`config.mk`:
```
export PLATFORM = sky130hd
export DESIGN_NAME = oic_regs
export DESIGN_NICKNAME = d
export VERILOG_FILES = /design/src/hw/rtl/oic_pkg.sv /design/src/hw/rtl/oic_regs.sv
export SDC_FILE = /design/constraint.sdc
export NUM_CORES = 1
export LEC_CHECK = 0
export BUFFER_PORTS_ARGS = -buffer_cell sky130_fd_sc_hd__clkbuf_2
export CAP_MARGIN = 5
export CORE_MARGIN = 10
export CORE_UTILIZATION = 36
export DETAILED_ROUTE_END_ITERATION = 16
export GPL_TIMING_DRIVEN = 0
export PLACE_DENSITY = 0.8
export SYNTH_ARGS = -nofsm -noshare
export SYNTH_HDL_FRONTEND = slang
export SYNTH_SLANG_ARGS = --single-unit
```
`constraint.sdc`:
```
create_clock -name clk -period 1.2 [get_ports clk]
set_clock_uncertainty 0.15 [all_clocks]
set_input_delay 0.24 -clock clk [delete_from_list [all_inputs] [get_ports clk]]
set_output_delay 0.24 -clock clk [all_outputs]
set_load 0.01 [all_outputs]
```
`src/hw/rtl/oic_pkg.sv`:
```
// ----------------------------------------------------------------------------
// oic_pkg: shared types and constants for the online island counter
// Grid geometry, cell index widths and the beat payload structs.
// ----------------------------------------------------------------------------
package oic_pkg;
    localparam int MAX_ROWS  = 64;
    localparam int MAX_COLS  = 64;
    localparam int ROW_W     = $clog2(MAX_ROWS);
    localparam int COL_W     = $clog2(MAX_COLS);
    localparam int CELLS     = MAX_ROWS * MAX_COLS;
    localparam int IDX_W     = $clog2(CELLS);
    localparam int RANK_W    = 4;
    localparam int CNT_W     = 13;
    localparam int DIM_W     = 7;
    localparam int ADDR_W    = 3;

    localparam logic [ADDR_W-1:0] REG_GRID_ROWS = 3'd0;
    localparam logic [ADDR_W-1:0] REG_GRID_COLS = 3'd4;

    typedef struct packed {
        logic [ROW_W-1:0] cell_row;
        logic [COL_W-1:0] cell_col;
    } oic_in_t;

    typedef struct packed {
        logic [CNT_W-1:0] island_count;
        logic             bad_cell;
    } oic_out_t;

    typedef struct packed {
        logic [DIM_W-1:0] rows;
        logic [DIM_W-1:0] cols;
    } oic_cfg_t;
endpackage

```
`src/hw/rtl/oic_regs.sv`:
```
// ----------------------------------------------------------------------------
// oic_regs: APB register file
// Holds grid_rows and grid_cols.
// ----------------------------------------------------------------------------
module oic_regs (
    input  logic                     clk,
    input  logic                     rst_n,
    input  logic                     psel,
    input  logic                     penable,
    input  logic                     pwrite,
    input  logic [oic_pkg::ADDR_W-1:0] paddr,
    input  logic [31:0]              pwdata,
    output logic [31:0]              prdata,
    output logic                     pready,
    output oic_pkg::oic_cfg_t        cfg
);
    import oic_pkg::*;

    logic [DIM_W-1:0] rows_reg;
    logic [DIM_W-1:0] cols_reg;
    logic             wr_en;

    assign pready = 1'b1;
    assign wr_en  = psel && penable && pwrite;

    always_ff @(posedge clk or negedge rst_n)
    begin
        if (!rst_n)
        begin
            rows_reg <= DIM_W'(MAX_ROWS);
            cols_reg <= DIM_W'(MAX_COLS);
        end
        else if (wr_en)
        begin
            if (paddr == REG_GRID_ROWS)
            begin
                rows_reg <= pwdata[DIM_W-1:0];
            end
            if (paddr == REG_GRID_COLS)
            begin
                cols_reg <= pwdata[DIM_W-1:0];
            end
        end
    end

    always_comb
    begin
        prdata = '0;
        if (paddr == REG_GRID_ROWS)
        begin
            prdata = {{(32-DIM_W){1'b0}}, rows_reg};
        end
        else if (paddr == REG_GRID_COLS)
        begin
            prdata = {{(32-DIM_W){1'b0}}, cols_reg};
        end
    end

    assign cfg.rows = rows_reg;
    assign cfg.cols = cols_reg;
endmodule

```
# == Word level (Yosys, flattened, before mapping) ==
# Index checks and enable logic that the tools add are counted.
# Widths: inputs -> output; s select.
# word_totals
wordCells,10
reg_bits,14
inputBits,40
out_inout_bits,47
# op_classes
reduce_logical,5
n_eq_ne,1
mux,2
# op_table
cell,count
$mux 7,2
$reduce_and 2->1,2
$eq 3x3->1 const B,1
$logic_not 3->1,1
$logic_and 1x1->1,2

# == Longest topological paths before layout ==
# depth
depth_word,3
ltp_mapped,5
mapped_depth_nobuf,3

# == Least setup slack after synthesis ==
# OpenSTA, ideal clock, no wires.
# synth_timing
path_type,in2reg
startpoint,input paddr[1] (netlist name)
endpoint,register rows_reg[0]
arrival_ps,1499
stages,5
t_required_ps,925
path_slack_ps,-574
setup_ps,125
n_path_buf,2
path_cell_list,or2_1 -> buf_6 -> or4_4 -> buf_6 -> mux2_4
# synth_via
elab_chain_cells,2
# synth_lines
element,line,rtl
from (decl),oic_regs.sv:11,"input logic [oic_pkg::ADDR_W-1:0] paddr,"
$logic_not 3->1,oic_regs.sv:35,if (paddr == REG_GRID_ROWS)
$reduce_and 2->1 (no line),-,
to (signal assigned),oic_regs.sv:30,rows_reg <= DIM_W'(MAX_ROWS);
to (signal assigned),oic_regs.sv:37,rows_reg <= pwdata[DIM_W-1:0];
to (decl),oic_regs.sv:19,logic [DIM_W-1:0] rows_reg;
# Every way passes these cells.
# A chain may end at the register's enable or synchronous reset.

# == Worst setup path in the final report ==
# layout_timing
startpoint,input paddr[0] (netlist name)
endpoint,register rows_reg[5]
# Same word-level chain as after synthesis.

==> flow_summary.toml <==
[status]
run_status = "finished, violations left"
violations = "negative setup slack"

[yosys]
syn_inst = 79
postSynthAreaPerCell_um2 = 11.4
yosys.cell_types.count = 15
synth-seq-cells = 14
sequential_share_of_the_synthesized_area = 0.391
top_area_cells_in_the_synthesized_netlist = "sky130_fd_sc_hd__dfrtp_1, sky130_fd_sc_hd__buf_4, sky130_fd_sc_hd__mux2_4"
cell_type_with_the_highest_aggregate_area_in_the_netlist = "sky130_fd_sc_hd__dfrtp_1"
yosysWarnings = 0
yosysTopAreaCellShare = 0.333
synth.cell_area_um2 = 902

[routing]
routed-via-count = 742
first_iter_violations = 2
routed_wirelength_mm = 2.53
route.detailed.drc = 0
drt_pass1_iterations = 2
count_of_antenna_violating_nets_left_after_detailed_routing = 0
post_drt_wl_per_cell_um = 13.7
routed_via_density = 4.01

[floorplanning]
area_of_the_die_um2 = 4910
floorplan.initialDensity = 0.371
ios = 87
rows = 18
core_region_area_um2 = 2430
die_height_um = 70.1
die_width_um = 70.1

[timing]
unrepaired_setup_endpoints_after_global_routing = "true"
setup-tns-final_ns = -5.61
fin_worst_hold_slack_ns = 0.0586
final-setup-viol-count = 34
hold_viol_final = 0
post-route-period-util = 1.27
max_freq_ghz = 0.655
setup_slack_ns = -0.326
final_period_minus_worst_setup_slack_ns = 1.53
final_max_slew_viol_count = 0

[finish]
num-nets-final = 196
layout.filler_cells = 211
mostFrequentLayoutCells = "sky130_fd_sc_hd__buf_4, sky130_fd_sc_hd__conb_1, sky130_fd_sc_hd__clkbuf_2"
fin_util = 0.618
fraction_of_final_layout_cells_with_drive_strength_greater_than_1 = 0.645
fin_cells = 185
areaGrowthSynthToFinish_pct = 66.6
n_antenna_cell = 0
mostFrequentLayoutCell = "sky130_fd_sc_hd__buf_4"
final_design_area_no_fill_um2 = 1500

[grt]
overflow = 0
antenna_violations_before_repair = 0
groute.usage.overall = 0.0879
grt_first_pass_wirelength_mm = 3.61
vias_in_the_first_global_route = 790
pin_count_of_the_biggest_net_entering_global_routing = 15

[power]
p_int_w = 0.00128
leakage_nw = 0.875
p_per_area_nw_per_um2 = 1200
power.share.combinational = 0.454
power.switching_w = 0.000525
power.switching_fraction = 0.291
ir_drop_v = 0.000791
power_frac_seq = 0.360
clock_power_share = 0.186

[setup_path]
arrival_ns = 1.54
crit_fanout = 7
end_kind = "register"
worst-setup-path-type = "input pin to register"
critical_path_required_ns = 1.21
crit_path_start_kind = "input pin"

[clocking]
clock_tree_from_tritoncts = "done"
cts-buffers-inserted = 3
clock_tree.root_cell = "sky130_fd_sc_hd__clkbuf_4"
cts_htree_levels = 1
clk_transition_reported_paths_ns = 0.09
cts_num_sinks = 14
clk-insertion-delay-late_ns = 0.28
maximum_root_to_sink_buffer_count = 2

[placed_design]
dpl-instance-area_um2 = 1200
placed_cells = 167
place_congestion = 0.628
port_buffers = 34
half_perimeter_wire_length_after_placement_mm = 1.89

[run]
drv.max_cap_violation_count = 0

[min_path]
worstHoldPathType = "input pin to register"
-- power groups by stage --
stage | clock network [W] | registers (W) | logic (W)
after global placement | 0 | 0.000646 | 0.000483
after CTS | 0.000337 | 0.000648 | 0.000557
after detailed placement | 0 | 0.000655 | 0.000495
after floorplan | 0 | 0.000689 | 0.000274
final | 0.000336 | 0.000650 | 0.000819
after global routing | 0.000353 | 0.000664 | 0.000885
-- routing by layer --
metal / global-route usage / vias up / wire length (um)
met4: 0.0197 / 0 / 0
met1: 0.0956 / 342 / 1060
met3: 0.0508 / 0 / 313
met2: 0.144 / 43 / 1160
met5: 0 / - / 0
li1: - / 357 / -
-- worst max-delay path, cell delays in order --
cell	delay (ns)
sky130_fd_sc_hd__clkbuf_2	0.08
sky130_fd_sc_hd__or2_4	0.25
sky130_fd_sc_hd__or4_4	0.62
sky130_fd_sc_hd__mux2_4	0.34
-- cell usage after synthesis (all sizes together) --
cell and instances:
mux2i 7, nor3 1, dfstp 2, dfrtp 12
inv 1, or2 1, nor2 7, or4 1
mux2 14, conb 2, buf 29, nand2 2
-- through the flow --
step	worst slack (ns)	total power [W]
after floorplan	-0.574	0.000963
after global placement	-0.707	0.00113
after detailed placement	-0.759	0.00115
after CTS	-0.368	0.00154
after global routing	-0.360	0.00190
final	-0.326	0.00181
-- area by class of cell --
class / instances / area (um^2) / area share
sequential: 14 / 353 / 0.235
clock buffer: 4 / 36.3 / 0.0241
timing repair buffer: 50 / 419 / 0.279
buffer: 27 / 203 / 0.135
inverter: 1 / 3.75 / 0.00250
tap: 30 / 37.5 / 0.0250
multi-input combinational: 59 / 450 / 0.300
-- cell families after synthesis --
family | count (synthesis) | share of synthesized area
buf+inv | 30 | 0.251
flops | 14 | 0.391
mux | 21 | 0.282
other cells | 2 | 0.00832
simple gates | 12 | 0.0680
-- timing repair --
action / in CTS / in global routing
gates resized for setup: 6 / 38
pin swaps: 1 / 3
hold endpoints to repair: 14 / 0
hold buffers: 1 / 0
buffers inserted: 4 / 11
endpoints found under the setup margin: 35 / 35
-- path summary, 6_finish.rpt --
kind / startpoint / to / slack [ns] / depth (start not counted)
min in group asynchronous: rst_n / cols_reg[4]$_DFFE_PN0P_ / 0.23 / 2
hold / removal: pwdata[1] / cols_reg[1]$_DFFE_PN0P_ / 0.06 / 2
setup reg to reg: rows_reg[6]$_DFFE_PN1P_ / rows_reg[6]$_DFFE_PN1P_ / 0.01 / 4
setup / recovery: paddr[0] / rows_reg[5]$_DFFE_PN0P_ / -0.33 / 4
hold reg to reg: rows_reg[3]$_DFFE_PN0P_ / rows_reg[3]$_DFFE_PN0P_ / 0.40 / 1
max in group asynchronous: rst_n / rows_reg[6]$_DFFE_PN1P_ / 0.37 / 2
No activity file was read; power rests on OpenSTA's default activity.
